`src/utt_pkg.sv`:
```
// Shared types, constants and the UTF-8 encoding function of the transcoder.
`timescale 1ns / 1ps

package utt_pkg;

   localparam int UTT_QUEUE_DEPTH = 2;
   localparam int UTT_MAX_BYTES   = 6;

   localparam logic [15:0] SURR_MASK   = 16'hfc00;
   localparam logic [15:0] SURR_HIGH   = 16'hd800;
   localparam logic [15:0] SURR_LOW    = 16'hdc00;
   localparam logic [9:0]  HALF_MASK   = 10'h3ff;
   localparam logic [20:0] PLANE_BASE  = 21'h10000;
   localparam logic [7:0]  LEAD_TWO    = 8'hc0;
   localparam logic [7:0]  LEAD_THREE  = 8'he0;
   localparam logic [7:0]  LEAD_FOUR   = 8'hf0;
   localparam logic [7:0]  CONT_MARK   = 8'h80;
   localparam logic [5:0]  CONT_MASK   = 6'h3f;

   // Bytes of one code point, first byte at index 0.
   typedef struct packed {
      logic [3:0][7:0] bytes;
      logic [2:0]      count;
   } enc_type;

   // One queued item: every byte it causes, first byte at index 0.
   typedef struct packed {
      logic [UTT_MAX_BYTES-1:0][7:0] bytes;
      logic [2:0]                    count;
      logic                          last;
   } job_type;

   function automatic enc_type encode_point(input logic [20:0] cp);
      enc_type enc;
      enc.bytes = '0;
      if (cp < 21'h80) begin
         enc.bytes[0] = cp[7:0];
         enc.count    = 3'd1;
      end else if (cp < 21'h800) begin
         enc.bytes[0] = LEAD_TWO | {3'b000, cp[10:6]};
         enc.bytes[1] = CONT_MARK | {2'b00, cp[5:0] & CONT_MASK};
         enc.count    = 3'd2;
      end else if (cp < PLANE_BASE) begin
         enc.bytes[0] = LEAD_THREE | {4'b0000, cp[15:12]};
         enc.bytes[1] = CONT_MARK | {2'b00, cp[11:6]};
         enc.bytes[2] = CONT_MARK | {2'b00, cp[5:0]};
         enc.count    = 3'd3;
      end else begin
         enc.bytes[0] = LEAD_FOUR | {5'b00000, cp[20:18]};
         enc.bytes[1] = CONT_MARK | {2'b00, cp[17:12]};
         enc.bytes[2] = CONT_MARK | {2'b00, cp[11:6]};
         enc.bytes[3] = CONT_MARK | {2'b00, cp[5:0]};
         enc.count    = 3'd4;
      end
      return enc;
   endfunction

endpackage

```
`src/utt_req_if.sv`:
```
// Input channel: one UTF-16 code unit per item.
`timescale 1ns / 1ps

interface utt_req_if;
   logic        valid;
   logic        ready;
   logic [15:0] code_unit;
   logic        last_unit;

   modport source (output valid, output code_unit, output last_unit, input ready);
   modport sink (input valid, input code_unit, input last_unit, output ready);
endinterface

```
`src/utt_rsp_if.sv`:
```
// Result channel: one UTF-8 byte per item.
`timescale 1ns / 1ps

interface utt_rsp_if;
   logic       valid;
   logic       ready;
   logic [7:0] out_byte;
   logic       run_end;
   logic       string_end;

   modport source (output valid, output out_byte, output run_end, output string_end,
                   input ready);
   modport sink (input valid, input out_byte, input run_end, input string_end,
                 output ready);
endinterface

```
`src/utf16_to_utf8_transcoder.sv`:
```
// Top level of the UTF-16 to UTF-8 transcoder.
//
//   Channel    Direction  Item                           Handshake
//   req_chan   in         code_unit[15:0], last_unit     valid/ready
//   rsp_chan   out        out_byte[7:0], run_end,        valid/ready
//                         string_end
//
// The output sends one byte per cycle while it is ready. An item causes one
// to three bytes for a unit of the basic plane, four for a surrogate pair,
// up to six when a held surrogate is flushed, none while a high surrogate
// is held. The output byte stage sets this rate.
// A unit's first byte passes a queue slot, then the back end's job register.
// Reset is synchronous and clears the held surrogate, the queue and the output.
// The front end, the queue and the back end stall independently: units keep
// being accepted while the queue has room, even when the output is stalled.
`timescale 1ns / 1ps

module utf16_to_utf8_transcoder #(
   parameter int QUEUE_DEPTH = utt_pkg::UTT_QUEUE_DEPTH
) (
   input  logic     clock,
   input  logic     reset,
   utt_req_if.sink  req_chan,
   utt_rsp_if.source rsp_chan
);
   import utt_pkg::*;

   // Front end to queue.
   logic    push_valid, push_ready;
   job_type push_job;

   // Queue to back end.
   logic    pop_valid, pop_ready;
   job_type pop_job;

   // The front end tracks a pending high surrogate and builds the complete
   // byte sequence of each unit, including any flushed surrogate ahead of it.
   utt_front u_front (
      .clock      (clock),
      .reset      (reset),
      .in_valid   (req_chan.valid),
      .in_ready   (req_chan.ready),
      .code_unit  (req_chan.code_unit),
      .last_unit  (req_chan.last_unit),
      .push_valid (push_valid),
      .push_ready (push_ready),
      .push_job   (push_job)
   );

   // The queue decouples unit acceptance from byte output.
   utt_queue #(
      .DEPTH (QUEUE_DEPTH)
   ) u_queue (
      .clock      (clock),
      .reset      (reset),
      .push_valid (push_valid),
      .push_ready (push_ready),
      .push_job   (push_job),
      .pop_valid  (pop_valid),
      .pop_ready  (pop_ready),
      .pop_job    (pop_job)
   );

   // The back end walks through each job and flags the last byte of the item
   // and the last byte of the string.
   utt_back u_back (
      .clock      (clock),
      .reset      (reset),
      .pop_valid  (pop_valid),
      .pop_ready  (pop_ready),
      .pop_job    (pop_job),
      .out_valid  (rsp_chan.valid),
      .out_ready  (rsp_chan.ready),
      .out_byte   (rsp_chan.out_byte),
      .run_end    (rsp_chan.run_end),
      .string_end (rsp_chan.string_end)
   );

endmodule

```
`src/utt_front.sv`:
```
// Front end: pairs surrogates and turns each code unit into its UTF-8 bytes.
`timescale 1ns / 1ps

module utt_front (
   input  logic             clock,
   input  logic             reset,
   input  logic             in_valid,
   output logic             in_ready,
   input  logic [15:0]      code_unit,
   input  logic             last_unit,
   output logic             push_valid,
   input  logic             push_ready,
   output utt_pkg::job_type push_job
);
   import utt_pkg::*;

   logic       held_valid_ff, held_valid_in;
   logic [9:0] held_bits_ff, held_bits_in;
   logic       is_low, is_high, pair, flush, main_en, accept;
   logic [20:0] main_cp;
   enc_type    main_enc, flush_enc;
   logic [2:0] main_count;

   assign is_low  = (code_unit & SURR_MASK) == SURR_LOW;
   assign is_high = (code_unit & SURR_MASK) == SURR_HIGH;
   assign pair    = held_valid_ff && is_low;
   assign flush   = held_valid_ff && !is_low;
   assign main_en = pair || !(is_high && !last_unit);
   assign main_cp = pair ? PLANE_BASE + {1'b0, held_bits_ff, code_unit[9:0] & HALF_MASK}
                         : {5'b00000, code_unit};

   always_comb begin
      main_enc   = encode_point(main_cp);
      flush_enc  = encode_point({5'b00000, SURR_HIGH[15:10], held_bits_ff});
      main_count = main_en ? main_enc.count : 3'd0;
      push_job       = '0;
      push_job.last  = last_unit;
      if (flush) begin
         push_job.bytes[2:0] = flush_enc.bytes[2:0];
         push_job.bytes[5:3] = main_enc.bytes[2:0];
         push_job.count      = 3'd3 + main_count;
      end else begin
         push_job.bytes[3:0] = main_enc.bytes;
         push_job.count      = main_count;
      end
   end

   // Items that cause no byte (a held high surrogate) never enter the queue.
   assign in_ready   = push_ready;
   assign push_valid = in_valid && (push_job.count != 3'd0);
   assign accept     = in_valid && in_ready;

   always_comb begin
      held_valid_in = held_valid_ff;
      held_bits_in  = held_bits_ff;
      if (accept) begin
         if (!pair && is_high && !last_unit) begin
            held_valid_in = 1'b1;
            held_bits_in  = code_unit[9:0];
         end else begin
            held_valid_in = 1'b0;
            held_bits_in  = '0;
         end
      end
   end

   always_ff @(posedge clock) begin
      if (reset) begin
         held_valid_ff <= 1'b0;
         held_bits_ff  <= '0;
      end else begin
         held_valid_ff <= held_valid_in;
         held_bits_ff  <= held_bits_in;
      end
   end

endmodule

```
`src/utt_queue.sv`:
```
// Short first-in first-out queue of byte jobs between front and back end.
`timescale 1ns / 1ps

module utt_queue #(
   parameter int DEPTH = utt_pkg::UTT_QUEUE_DEPTH
) (
   input  logic             clock,
   input  logic             reset,
   input  logic             push_valid,
   output logic             push_ready,
   input  utt_pkg::job_type push_job,
   output logic             pop_valid,
   input  logic             pop_ready,
   output utt_pkg::job_type pop_job
);
   import utt_pkg::*;

   localparam int PTR_W = $clog2(DEPTH);
   localparam int CNT_W = $clog2(DEPTH + 1);
   localparam logic [PTR_W-1:0] PTR_LAST = PTR_W'(DEPTH - 1);
   localparam logic [CNT_W-1:0] CNT_FULL = CNT_W'(DEPTH);

   job_type            slots_ff [DEPTH];
   logic [PTR_W-1:0]   wr_ptr_ff, wr_ptr_in, rd_ptr_ff, rd_ptr_in;
   logic [CNT_W-1:0]   fill_ff, fill_in;
   logic               do_push, do_pop;

   assign push_ready = fill_ff != CNT_FULL;
   assign pop_valid  = fill_ff != '0;
   assign pop_job    = slots_ff[rd_ptr_ff];
   assign do_push    = push_valid && push_ready;
   assign do_pop     = pop_valid && pop_ready;

   always_comb begin
      wr_ptr_in = wr_ptr_ff;
      rd_ptr_in = rd_ptr_ff;
      fill_in   = fill_ff;
      if (do_push) begin
         wr_ptr_in = (wr_ptr_ff == PTR_LAST) ? '0 : wr_ptr_ff + 1'b1;
      end
      if (do_pop) begin
         rd_ptr_in = (rd_ptr_ff == PTR_LAST) ? '0 : rd_ptr_ff + 1'b1;
      end
      if (do_push && !do_pop) begin
         fill_in = fill_ff + 1'b1;
      end else if (do_pop && !do_push) begin
         fill_in = fill_ff - 1'b1;
      end
   end

   always_ff @(posedge clock) begin
      if (reset) begin
         wr_ptr_ff <= '0;
         rd_ptr_ff <= '0;
         fill_ff   <= '0;
      end else begin
         wr_ptr_ff <= wr_ptr_in;
         rd_ptr_ff <= rd_ptr_in;
         fill_ff   <= fill_in;
      end
   end

   always_ff @(posedge clock) begin
      if (do_push) begin
         slots_ff[wr_ptr_ff] <= push_job;
      end
   end

endmodule

```
`src/utt_back.sv`:
```
// Back end: sends the bytes of one job out, one byte per cycle unless stalled.
`timescale 1ns / 1ps

module utt_back (
   input  logic             clock,
   input  logic             reset,
   input  logic             pop_valid,
   output logic             pop_ready,
   input  utt_pkg::job_type pop_job,
   output logic             out_valid,
   input  logic             out_ready,
   output logic [7:0]       out_byte,
   output logic             run_end,
   output logic             string_end
);
   import utt_pkg::*;

   job_type    cur_ff, cur_in;
   logic       busy_ff, busy_in;
   logic [2:0] idx_ff, idx_in;
   logic       load;

   assign out_valid  = busy_ff;
   assign out_byte   = cur_ff.bytes[idx_ff];
   assign run_end    = idx_ff == (cur_ff.count - 3'd1);
   assign string_end = run_end && cur_ff.last;

   // A new job is taken when idle or as the last byte of the current one leaves.
   assign load      = !busy_ff || (out_ready && run_end);
   assign pop_ready = load;

   always_comb begin
      cur_in  = cur_ff;
      busy_in = busy_ff;
      idx_in  = idx_ff;
      if (load) begin
         busy_in = pop_valid;
         cur_in  = pop_job;
         idx_in  = '0;
      end else if (out_ready) begin
         idx_in = idx_ff + 3'd1;
      end
   end

   always_ff @(posedge clock) begin
      if (reset) begin
         busy_ff <= 1'b0;
         idx_ff  <= '0;
      end else begin
         busy_ff <= busy_in;
         idx_ff  <= idx_in;
      end
   end

   always_ff @(posedge clock) begin
      cur_ff <= cur_in;
   end

endmodule

```
`src/flat_wrapper.sv`:
```
// flat-port wrapper written by rule: the top's interface ports become plain ports
module utf16_to_utf8_transcoder_flat import utt_pkg::*;
#(
   parameter int QUEUE_DEPTH = utt_pkg::UTT_QUEUE_DEPTH
)
  (clock, reset, req_chan_valid, req_chan_code_unit, req_chan_last_unit, req_chan_ready, rsp_chan_valid, rsp_chan_out_byte, rsp_chan_run_end, rsp_chan_string_end, rsp_chan_ready);
  utt_req_if req_chan_i ();
  utt_rsp_if rsp_chan_i ();
  input  logic clock;
  input  logic reset;
  input wire logic [$bits(req_chan_i.valid)-1:0] req_chan_valid;
  input wire logic [$bits(req_chan_i.code_unit)-1:0] req_chan_code_unit;
  input wire logic [$bits(req_chan_i.last_unit)-1:0] req_chan_last_unit;
  output wire logic [$bits(req_chan_i.ready)-1:0] req_chan_ready;
  output wire logic [$bits(rsp_chan_i.valid)-1:0] rsp_chan_valid;
  output wire logic [$bits(rsp_chan_i.out_byte)-1:0] rsp_chan_out_byte;
  output wire logic [$bits(rsp_chan_i.run_end)-1:0] rsp_chan_run_end;
  output wire logic [$bits(rsp_chan_i.string_end)-1:0] rsp_chan_string_end;
  input wire logic [$bits(rsp_chan_i.ready)-1:0] rsp_chan_ready;
  assign req_chan_i.valid = req_chan_valid;
  assign req_chan_i.code_unit = req_chan_code_unit;
  assign req_chan_i.last_unit = req_chan_last_unit;
  assign req_chan_ready = req_chan_i.ready;
  assign rsp_chan_valid = rsp_chan_i.valid;
  assign rsp_chan_out_byte = rsp_chan_i.out_byte;
  assign rsp_chan_run_end = rsp_chan_i.run_end;
  assign rsp_chan_string_end = rsp_chan_i.string_end;
  assign rsp_chan_i.ready = rsp_chan_ready;
  utf16_to_utf8_transcoder #(.QUEUE_DEPTH(QUEUE_DEPTH)) u_core (.clock(clock), .reset(reset), .req_chan(req_chan_i), .rsp_chan(rsp_chan_i));
endmodule
```
`config.mk`:
```
export PLATFORM = sky130hd
export DESIGN_NAME = utf16_to_utf8_transcoder_flat
export DESIGN_NICKNAME = d
export VERILOG_FILES = /design/src/utt_pkg.sv /design/src/utt_req_if.sv /design/src/utt_rsp_if.sv /design/src/utf16_to_utf8_transcoder.sv /design/src/utt_front.sv /design/src/utt_queue.sv /design/src/utt_back.sv /design/src/flat_wrapper.sv
export SDC_FILE = /design/constraint.sdc
export NUM_CORES = 1
export LEC_CHECK = 0
export ABC_AREA = 0
export BUFFER_PORTS_ARGS = -buffer_cell sky130_fd_sc_hd__buf_2
export CELL_PAD_IN_SITES_DETAIL_PLACEMENT = 0
export CELL_PAD_IN_SITES_GLOBAL_PLACEMENT = 1
export CORE_MARGIN = 2
export CORE_UTILIZATION = 25
export CTS_CLUSTER_SIZE = 24
export DETAILED_ROUTE_END_ITERATION = 7
export PLACE_DENSITY = 0.49
export SETUP_SLACK_MARGIN = 0.05
export SYNTH_ARGS = -nofsm -noshare
export SYNTH_HDL_FRONTEND = slang
export SYNTH_SLANG_ARGS = --single-unit
```
`constraint.sdc`:
```
create_clock -name clock -period 10.15 [get_ports clock]
set_input_delay 1.5225 -clock clock [delete_from_list [all_inputs] [get_ports clock]]
set_output_delay 1.5225 -clock clock [all_outputs]
set_load 0.03 [all_outputs]
```
After elaboration in Yosys (flattened, before gate mapping)
Memories as Yosys holds them, arrays and structs flattened. A register that Yosys moved wholly into a read port is not among the register bits.
Cells that the tools add are included.
- input port bits: 21
- memories kept: 1
- register bits: 19
- memory bits (writable): 104
- output and inout port bits: 12
- memory list (name ; depth ; width ; read ports ; clocked after memory_dff ; wr ports ; RTL line ; source):
    u_core.u_queue.slots_ff ; 2 ; 52 ; 1 ; 1 ; 1 ; utt_queue.sv:23 ; job_type slots_ff [DEPTH];
- reduce and logical (&&, ||, !) cells: 26
- add/subtract/negate cells: 8
- equal/unequal tests: 4
- muxes and demuxes: 20
- $lt $le $gt $ge: 4
- operators by type and width (kind ; count):
    35-bit two-way mux ; 1
    16-bit two-way mux ; 2
    25-bit two-way mux ; 1
    8-bit binary-select mux with 3-bit select ; 1
    24-bit two-way mux ; 1
    17-bit by 20-bit adder with 21-bit output, first input constant ; 1
    21-bit by 12-bit < comparator with 1-bit output, second input constant ; 1
    21-bit by 17-bit < comparator with 1-bit output, second input constant ; 1
    21-bit by 8-bit < comparator with 1-bit output, second input constant ; 1
    21-bit two-way mux ; 1
    19-bit two-way mux ; 1
    8-bit two-way mux ; 2
    1-bit logical AND ; 13
    6-bit == test, second input constant ; 2
    11-bit two-way mux ; 1
    10-bit two-way mux ; 1
    1-bit zero test ; 7
    1-bit two-way mux ; 5
    3-bit by 4-bit < comparator with 1-bit output, second input constant ; 1
    2-bit two-way mux ; 2
    2-bit nonzero test ; 2
    2-bit by 3-bit adder with 3-bit output, first input constant ; 1
    3-bit by 1-bit adder with 3-bit output, second input constant ; 1
    3-bit == test ; 1
    other kinds (9) ; 11

Logic depth before layout (Yosys ltp)
Gate-level depths: netlist of the first run.
- depth in word-level cells: 17
- mapped depth: 14
- gate-level depth less buffers: 14

By module
From an unflattened synthesis of the first run, not the netlist that was laid out.
- cells, all modules: 561
- area total of the unflattened synthesis: 7862.5 µm²
- modules (own cells, without submodules) (module ; times used ; area each (µm²) ; cells an instance):
    utt_queue ; 1 ; 3971.3 ; 186
    utt_back ; 1 ; 2270.9 ; 126
    utt_front ; 1 ; 1620.3 ; 249

Worst setup path after synthesis of the first run
Ideal clock, no wire load.
- kind: input to register
- from: in req_chan_code_unit[10]
- to: mem u_core.u_queue.slots_ff[0][0] (netlist name), enable pin
- data arrival time: 6380 ps
- setup time: 513 ps
- cell stages on the path: 10
- buffers on the path: 1
- setup slack: 3257 ps
- cell sequence: clkbuf_2 -> nand3_1 -> nor3_2 -> o211a_1 -> nand3_2 -> o21ai_0 -> ha_1 -> nand2_1 -> nor3_1 -> nor3_1
- word-level cells in the longest chain between the ends: 15
- RTL lines (element ; RTL line ; source):
    start, declared ; flat_wrapper.sv:12 ; input wire logic [$bits(req_chan_i.code_unit)-1:0] req_chan_code_unit;
    6-bit == test ; utt_front.sv:24 ; assign is_low = (code_unit & SURR_MASK) == SURR_LOW;
    1-bit logical AND ; utt_front.sv:26 ; assign pair = held_valid_ff && is_low;
    21-bit two-way mux ; utt_front.sv:29 ; assign main_cp = pair ? PLANE_BASE + {1'b0, held_bits_ff, code_unit[9:0] & HALF_MASK}
    21-bit by 17-bit < comparator with 1-bit output ; utt_pkg.sv:43 ; end else if (cp < PLANE_BASE) begin
    25-bit two-way mux ; utt_pkg.sv:43 ;
    19-bit two-way mux ; utt_pkg.sv:39 ; end else if (cp < 21'h800) begin
    11-bit two-way mux ; utt_pkg.sv:36 ; if (cp < 21'h80) begin
    3-bit two-way mux ; utt_front.sv:35 ; main_count = main_en ? main_enc.count : 3'd0;
    2-bit by 3-bit adder with 3-bit output ; utt_front.sv:41 ; push_job.count = 3'd3 + main_count;
    35-bit two-way mux (*) ; utt_front.sv:38 ; if (flush) begin
    3-bit nonzero test (*) ; utt_front.sv:50 ; assign push_valid = in_valid && (push_job.count != 3'd0);
    1-bit logical AND (*) ; utt_front.sv:50 ;
    1-bit logical AND (*) ; utt_queue.sv:31 ; assign do_push = push_valid && push_ready;
    1-bit two-way mux (*) ; utt_queue.sv:64 ; if (do_push) begin
    1-bit two-way mux (not written as such) (*) ; utt_queue.sv:65 ; slots_ff[wr_ptr_ff] <= push_job;
    end, declared ; utt_queue.sv:23 ;
Mark *: on every way between the ends. The rest lies on a longest branch, timed or not.

Worst setup path after layout of the first run
- from: in req_chan_code_unit[13]
- to: reg u_core.u_queue.fill_ff[1]
- word-level cells in the longest chain between the ends: 16
- RTL lines (element ; RTL line ; source):
    6-bit == test ; utt_front.sv:24 ;
    1-bit logical AND ; utt_front.sv:26 ;
    21-bit two-way mux ; utt_front.sv:29 ;
    21-bit by 17-bit < comparator with 1-bit output ; utt_pkg.sv:43 ;
    25-bit two-way mux ; utt_pkg.sv:43 ;
    19-bit two-way mux ; utt_pkg.sv:39 ;
    11-bit two-way mux ; utt_pkg.sv:36 ;
    3-bit two-way mux ; utt_front.sv:35 ;
    2-bit by 3-bit adder with 3-bit output ; utt_front.sv:41 ;
    35-bit two-way mux (*) ; utt_front.sv:38 ;
    3-bit nonzero test (*) ; utt_front.sv:50 ;
    1-bit logical AND (*) ; utt_front.sv:50 ;
    1-bit logical AND (*) ; utt_queue.sv:31 ;
    via u_core.u_queue.do_push ; utt_queue.sv:26 ; logic do_push, do_pop;
    1-bit zero test ; utt_queue.sv:46 ; end else if (do_pop && !do_push) begin
    1-bit logical AND ; utt_queue.sv:46 ;
    2-bit nonzero test (no line) ; -- ;
    end signal, assigned ; utt_queue.sv:59 ; fill_ff <= fill_in;
    end, declared ; utt_queue.sv:25 ; logic [CNT_W-1:0] fill_ff, fill_in;
Mark *: on every way through the listed nets, which the timed path passes. The rest lies on a longest branch.
A chain may end at the register's enable or synchronous reset.

==> results.cfg, run 1 <==
[status]
status = completed

[yosys]
ys_seq_elements = 163
synthTopCellsByArea = edfxtp_1, mux2_2, dfxtp_1, nor2_1, mux4_2
netlist_instances = 499
yosys.area.top_type = edfxtp_1
synth_top_flop_cell = edfxtp_1
synth_top_area_share_pct = 60.30
avgSynthCellArea_um2 = 14.37
yosysWarningCount = 0
synth_edf_count = 144
synthDistinctLibCells = 67
async_flop_share_pct = 0
syn_nets = 525
synth_area_um2 = 7171
ys_seq_area_share_pct = 65.61

[critical_path]
reg2regPathDepth = 13
required_ns = 10.49
start_kind = input port
r2r-start = u_core.u_front.held_bits_ff[6]
cp-end-kind = flip-flop
worst-setup-path-type = in -> reg
rrSetupSlack_ns = 5.99
path_max_fanout = 18
r2r-end = u_core.u_queue.fill_ff[1]
arrival_ns = 4.98

[sta]
rsz0062_at_grt = false
clock.fmax_mhz = 215.6
period_share_pct = 45.70
finalSetupViolations = 0
slew_violations = 0
hold_violations = 0
min_period_ns = 4.638
fin_setup_tns_ns = 0
slew_headroom_pct = 13.09
clock_skew_ns = 0.01115
tightest_slew_ns = 1.293
setup_slack_ns = 5.512
timing.hold.ws_ns = 0.5337

[clock_tree]
cts_tree = built
worstSkewPairLatency_ns = 0.42
htree_levels = 4
cts.sinks = 163
ctsResizeCount = 0
cts_buffers = 17
clockRootBuffer = clkbuf_16
postCtsSetupRepairBufs = 0
postCtsHoldBufs = 0
clk_path_buf_depth = 2
clk_pin_slew_ns = 0.06

[min_path]
hold_path_depth = 2
min_path_type = reg -> reg
hp-start = u_core.u_queue.fill_ff[1]
worstHoldEndpoint = u_core.u_queue.fill_ff[1]

[grt]
grt_usage_pct = 11.98
grt_pass1_wl_mm = 26.94
grt_pass1_vias = 4282
grt_start_max_net_pins = 52
grt-ovfl-total = 0
antenna_found_initial = 0

[floorplan]
die_area_um2 = 30050
die_width_um = 173.4
start_util_pct = 25.19
io_pins = 33
die_h_um = 173.4
rows = 62
core_area_um2 = 28470

[layout]
drive_gt1_share_pct = 26.10
nNetsFinal = 557
num_antenna_cells = 0
fillers = 2859
syn_to_final_growth_pct = 16.24

[routing]
drt_iter0_drc = 327
drc = 0
via_per_inst = 4.526
first_pass_iters = 5
dr_total_vias = 4200
finalWirelength_mm = 17.31
wire_per_inst_um = 18.66
antenna_left = 0

[place]
portBuffers = 32
gp_congestion = 0.8458
hpwl_mm = 11.56
place_ws_ns = 5.131

[power_and_ir_drop]
power_density_nw_per_um2 = 234.2
power_mw = 1.952
ir_drop_mv = 0.08401
total_leakage_power_nw = 2.833

[job]
maxCapViolations = 0
## routing by layer
layer	up-vias	wire (um)	track usage, %
met5	-	0	0
met4	0	221	3.955
met3	13	396	2.018
met2	75	8042	18.35
met1	2133	8653	17.22
li1	1979	-	-
## critical path, stage by stage
cell and delay (ns):
buf_2 0.13, nand4b_4 0.26, nor2_2 0.38, nand2_1 0.48, nand3_2 0.36, o21ai_0 0.17, ha_1 0.35, nand2_1 0.09
nor3_1 0.30, nor2_1 0.09, ha_1 0.34, or3_1 0.35, a21oi_1 0.15
## layout by cell type (no fill, tap or decap), drive strengths merged, types with 3 or more instances in the layout
cell type    n
edfxtp     144
mux2        49
nor2        45
buf         38
a21oi       29
nand2       25
clkbuf      22
dfxtp       19
o21ai       19
inv         17
mux2i       13
a22oi       11
o22ai       10
nor3        10
mux4         7
nand3        7
xor2         6
a31oi        5
ha           5
clkinv       5
xnor2        4
and3         4
bufinv       4
or3          3
o211ai       3
o31ai        3
and2         3
## cell usage after synthesis (2+ instances only)
library cell,number
a21o_1,2
a21oi_1,29
a22oi_1,11
a31o_2,2
a31oi_1,5
a32o_1,2
and2_1,2
and3_1,4
buf_1,6
buf_2,6
buf_4,4
buf_6,2
clkbuf_1,6
dfxtp_1,19
edfxtp_1,144
ha_1,5
inv_1,16
mux2_2,49
mux2i_1,13
mux4_2,7
nand2_1,24
nand2b_1,2
nand3_1,6
nand4_1,2
nor2_1,43
nor3_1,8
nor3_2,2
o211ai_1,2
o21a_1,2
o21ai_0,16
o21ai_1,2
o22ai_1,9
o31ai_4,2
or2_2,2
or3_1,3
xnor2_1,4
xor2_1,6
## per-stage QoR
stage	instances	cell area [um2]	util (%)
after floorplan	499	7171	-
after global placement	896	7736	27.17
after detailed placement	896	7736	27.17
after CTS	928	8335	29.28
after global routing	928	8335	29.28
final	928	8335	29.28
## worst max-delay path by stage
stage,startpoint,end,slack (ns),cells after the start
6_report,req_chan_code_unit[13],u_core.u_queue.fill_ff[1],5.51,13
4_1_cts,req_chan_code_unit[13],u_core.u_queue.fill_ff[1],5.55,13
3_5_place_dp,req_chan_code_unit[13],u_core.u_queue.fill_ff[1],5.13,13
5_1_grt,req_chan_code_unit[13],u_core.u_queue.fill_ff[1],5.25,13
2_1_floorplan,req_chan_code_unit[10],u_core.u_queue.slots_ff[0][0],3.26,10
3_3_place_gp,req_chan_code_unit[13],u_core.u_queue.fill_ff[1],5.28,13
## cell type report
cell class / count / area (um2) / share of cell area, %
clock inverter: 10 / 155.1 / 1.861
tap: 384 / 480.5 / 5.764
clock buffer: 22 / 444.2 / 5.329
sequential: 163 / 4706 / 56.45
timing repair buffer: 38 / 205.2 / 2.462
multi-input combinational: 295 / 2285 / 27.41
inverter: 16 / 60.06 / 0.7205
## sequential cells by signal, summed over array words and instances (netlist names)
signal / flops
u_core.u_back.cur_ff: 48
u_core.u_back.idx_ff: 3
u_core.u_back.out_valid: 1
u_core.u_front.held_bits_ff: 10
u_core.u_front.held_valid_ff: 1
u_core.u_queue.fill_ff: 2
u_core.u_queue.rd_ptr_ff: 1
u_core.u_queue.slots_ff: 96
u_core.u_queue.wr_ptr_ff: 1
## power breakdown
part / internal, mW / leakage (nW) / switching (mW)
clock: 0.411 / 0.292 / 0.246
combinational: 0.135 / 1.03 / 0.214
sequential: 0.907 / 1.51 / 0.0401
## logic make-up (layout without fill, tap and decap cells)
family / after synthesis / count (layout) / synth area share (%)
adders and majority gates: 5 / 5 / 0.8724
DFF: 163 / 163 / 65.61
and+or+nand+nor: 106 / 106 / 7.206
muxes: 69 / 69 / 11.71
buffers and inverters: 41 / 86 / 2.687
xor gates and xnor gates: 11 / 11 / 1.553
AOI/OAI and AO/OA: 104 / 104 / 10.36
No activity file was read; power rests on OpenSTA's default activity.
==> run 2: changes to the inputs <==
--- a/config.mk
+++ b/config.mk
@@ -5,7 +5,7 @@
 export SDC_FILE = /design/constraint.sdc
 export NUM_CORES = 1
 export LEC_CHECK = 0
-export ABC_AREA = 0
+export ABC_AREA = 1
 export BUFFER_PORTS_ARGS = -buffer_cell sky130_fd_sc_hd__buf_2
 export CELL_PAD_IN_SITES_DETAIL_PLACEMENT = 0
 export CELL_PAD_IN_SITES_GLOBAL_PLACEMENT = 1
@@ -13,7 +13,7 @@
 export CORE_UTILIZATION = 25
 export CTS_CLUSTER_SIZE = 24
 export DETAILED_ROUTE_END_ITERATION = 7
-export PLACE_DENSITY = 0.49
+export PLACE_DENSITY = 0.53
 export SETUP_SLACK_MARGIN = 0.05
 export SYNTH_ARGS = -nofsm -noshare
 export SYNTH_HDL_FRONTEND = slang
==> constraint.sdc (replaced) <==
create_clock -name clock -period 3.8 [get_ports clock]
set_input_delay 0.57 -clock clock [delete_from_list [all_inputs] [get_ports clock]]
set_output_delay 0.57 -clock clock [all_outputs]
set_load 0.03 [all_outputs]
==> run 2 against run 1 <==
Effect of this change: via count grew 15%; critical endpoint unchanged; core utilization is 0.84 points higher; highest routed layer unchanged; die area decreased by 0.43%; wire length is 2.0% higher; sequential share of layout area down 0.51 points; critical path depth up 7; register-to-register slack got worse by 5.5 ns.
==> results.cfg, run 2 <==
[status]
status = completed

[sta]
slew_violations = 0
setup_slack_ns = 0.5063
rsz0062_at_grt = false
finalSetupViolations = 0
clock.fmax_mhz = 303.6
clock_skew_ns = 0.008856
period_share_pct = 86.68
slew_headroom_pct = 23.50
hold_violations = 0
min_period_ns = 3.294
fin_setup_tns_ns = 0
timing.hold.ws_ns = 0.4039
tightest_slew_ns = 1.146

[power_and_ir_drop]
p_sw_share_pct = 30.70
combPwrFrac_pct = 21.3
switchingPower_mw = 1.709
pwr-share-seq_pct = 47.2
power_mw = 5.568
total_leakage_power_nw = 3.319
p_clk_share_pct = 31.5
ir_drop_mv = 0.2724
power_density_nw_per_um2 = 661.9
power.internal_mw = 3.859

[yosys]
synth_edf_count = 144
synth.area.mux_share_pct = 0
avgSynthCellArea_um2 = 10.17
ys_seq_elements = 163
post-synth-top-count-cell = nand2_1
synth_top_family_by_area = simple AND/OR/NAND/NOR gates
syn_nets = 728
netlist_instances = 702
synthTopCellsByArea = edfxtp_1, nand2_1, dfxtp_1, o21ai_0, nor2_1
synth_area_um2 = 7139
ys_seq_area_share_pct = 65.90
synth_top_flop_cell = edfxtp_1
yosys.area.top_type = edfxtp_1
synth_compound_area_share_pct = 8.044
yosysWarningCount = 0
synth_commonest_cells = nand2_1, edfxtp_1, nor2_1
synth_top_area_share_pct = 60.57
synthDistinctLibCells = 38
yosys.area_share.xor_xnor_pct = 0.6134
async_flop_share_pct = 0
synthAdderAreaFrac_pct = 0.8763
synth-simple-area-share_pct = 19.87

[floorplan]
core_area_um2 = 27930
rows = 61
io_pins = 33
die_width_um = 173.0
die_area_um2 = 29930
die_h_um = 173.0
start_util_pct = 25.56

[critical_path]
worst-setup-path-type = reg -> reg
cp-end-kind = flip-flop
arrival_ns = 3.60
reg2regPathDepth = 20
required_ns = 4.11
rrSetupSlack_ns = 0.51
start_kind = flip-flop
critPathLaunch = u_core.u_front.held_bits_ff[6]
path_max_fanout = 9
r2r-start = u_core.u_front.held_bits_ff[6]

[min_path]
hold_path_depth = 3
min_path_type = in -> reg
hp-start = req_chan_code_unit[6]

[grt]
grt-ovfl-total = 0
grt_pass1_vias = 4761
antenna_found_initial = 0
grt_start_max_net_pins = 51
grt_pass1_wl_mm = 28.14
grt_usage_pct = 12.29

[routing]
via_per_inst = 4.256
dr_total_vias = 4813
antenna_left = 0
finalWirelength_mm = 17.66
drt_iter0_drc = 244
first_pass_iters = 4
wire_per_inst_um = 15.61
drc = 0

[clock_tree]
cts_tree = built
clk_path_buf_depth = 2
postCtsSetupRepairBufs = 0
postCtsHoldBufs = 0
cts.sinks = 163
clk_pin_slew_ns = 0.06
cts_buffers = 17
htree_levels = 4
worstSkewPairLatency_ns = 0.42
clockRootBuffer = clkbuf_16

[place]
hpwl_mm = 12.06
dp.cells = 1099
placed_area_um2 = 7806
portBuffers = 32
gp_congestion = 0.8325
place_ws_ns = 0.2035

[layout]
num_antenna_cells = 0
multi_input_area_um2 = 2110
largest_reg_flops = 96
nNetsFinal = 766
final_area_um2 = 8413
syn_to_final_growth_pct = 17.84
layout_commonest_cell = nand2_1
drive_gt1_share_pct = 13.94
post-route-util_pct = 30.12
regArea_um2 = 4707
fin_cells = 1131
top_regs = u_core.u_queue.slots_ff x96, u_core.u_back.cur_ff x48, u_core.u_front.held_bits_ff x10
layout_common_cells = nand2_1, edfxtp_1, nor2_1, o21ai_0, inv_1
top_register = u_core.u_queue.slots_ff
fillers = 2971

[job]
maxCapViolations = 0
-- run 2: power groups by stage --
| stage | sequential (mW) | clock, mW | combinational, mW |
|---|---|---|---|
| 3_3_place_gp | 2.66 | 0 | 1.22 |
| 2_1_floorplan | 2.64 | 0 | 0.784 |
| 5_1_grt | 2.67 | 1.88 | 1.34 |
| 6_report | 2.63 | 1.76 | 1.19 |
| 3_5_place_dp | 2.67 | 0 | 1.22 |
| 4_1_cts | 2.63 | 1.80 | 1.22 |
-- run 2: what timing repair did --
| action | 4_1_cts | 5_1_grt |
|---|---|---|
| hold endpoints to repair | 0 | 0 |
| setup endpoints to repair | 0 | 1 |
| resized for setup | 0 | 1 |
-- run 2: worst paths after layout --
| path | end |
|---|---|
| worst max register to register | u_core.u_queue.fill_ff[1] |
| worst min-delay path | u_core.u_front.held_bits_ff[6] |
| worst max-delay path | u_core.u_queue.fill_ff[1] |
| worst min register to register | u_core.u_front.held_bits_ff[2] |
-- run 2: layout make-up --
cell class	instances	share of cell area, %
inverter	57	2.617
multi-input combinational	454	25.07
timing repair buffer	47	3.540
clock buffer	18	5.101
clock inverter	14	2.097
sequential	163	55.95
tap	378	5.622
-- run 2: critical path: stages, from the launching register on --
cell	delay [ns]
dfxtp_2	0.38
ha_1	0.24
xor2_1	0.17
o21ai_2	0.17
nand3_2	0.22
inv_4	0.14
nand2_8	0.08
nand2_4	0.07
nand2_4	0.05
ha_1	0.27
or2_2	0.28
nand2_1	0.10
nor2_1	0.06
nand2_2	0.11
nand2_1	0.10
inv_1	0.07
ha_1	0.24
a21oi_1	0.11
o21ai_0	0.12
o21ai_0	0.16
a21oi_1	0.05
-- run 2: per-layer routing --
metal	global-route usage (%)	up-vias	wire length, um
li1	-	2442	-
met5	0	-	0
met2	18.83	92	7884
met4	3.037	0	119
met1	17.54	2270	8996
met3	2.814	9	657
-- run 2: kinds of logic after synthesis --
logic type               Yosys count
buffers and inverters             85
AND/OR/NAND/NOR                  341
XOR/XNOR                           5
AO/OA/AOI/OAI                    103
flip-flops                       163
adder cells (fa/ha/maj)            5
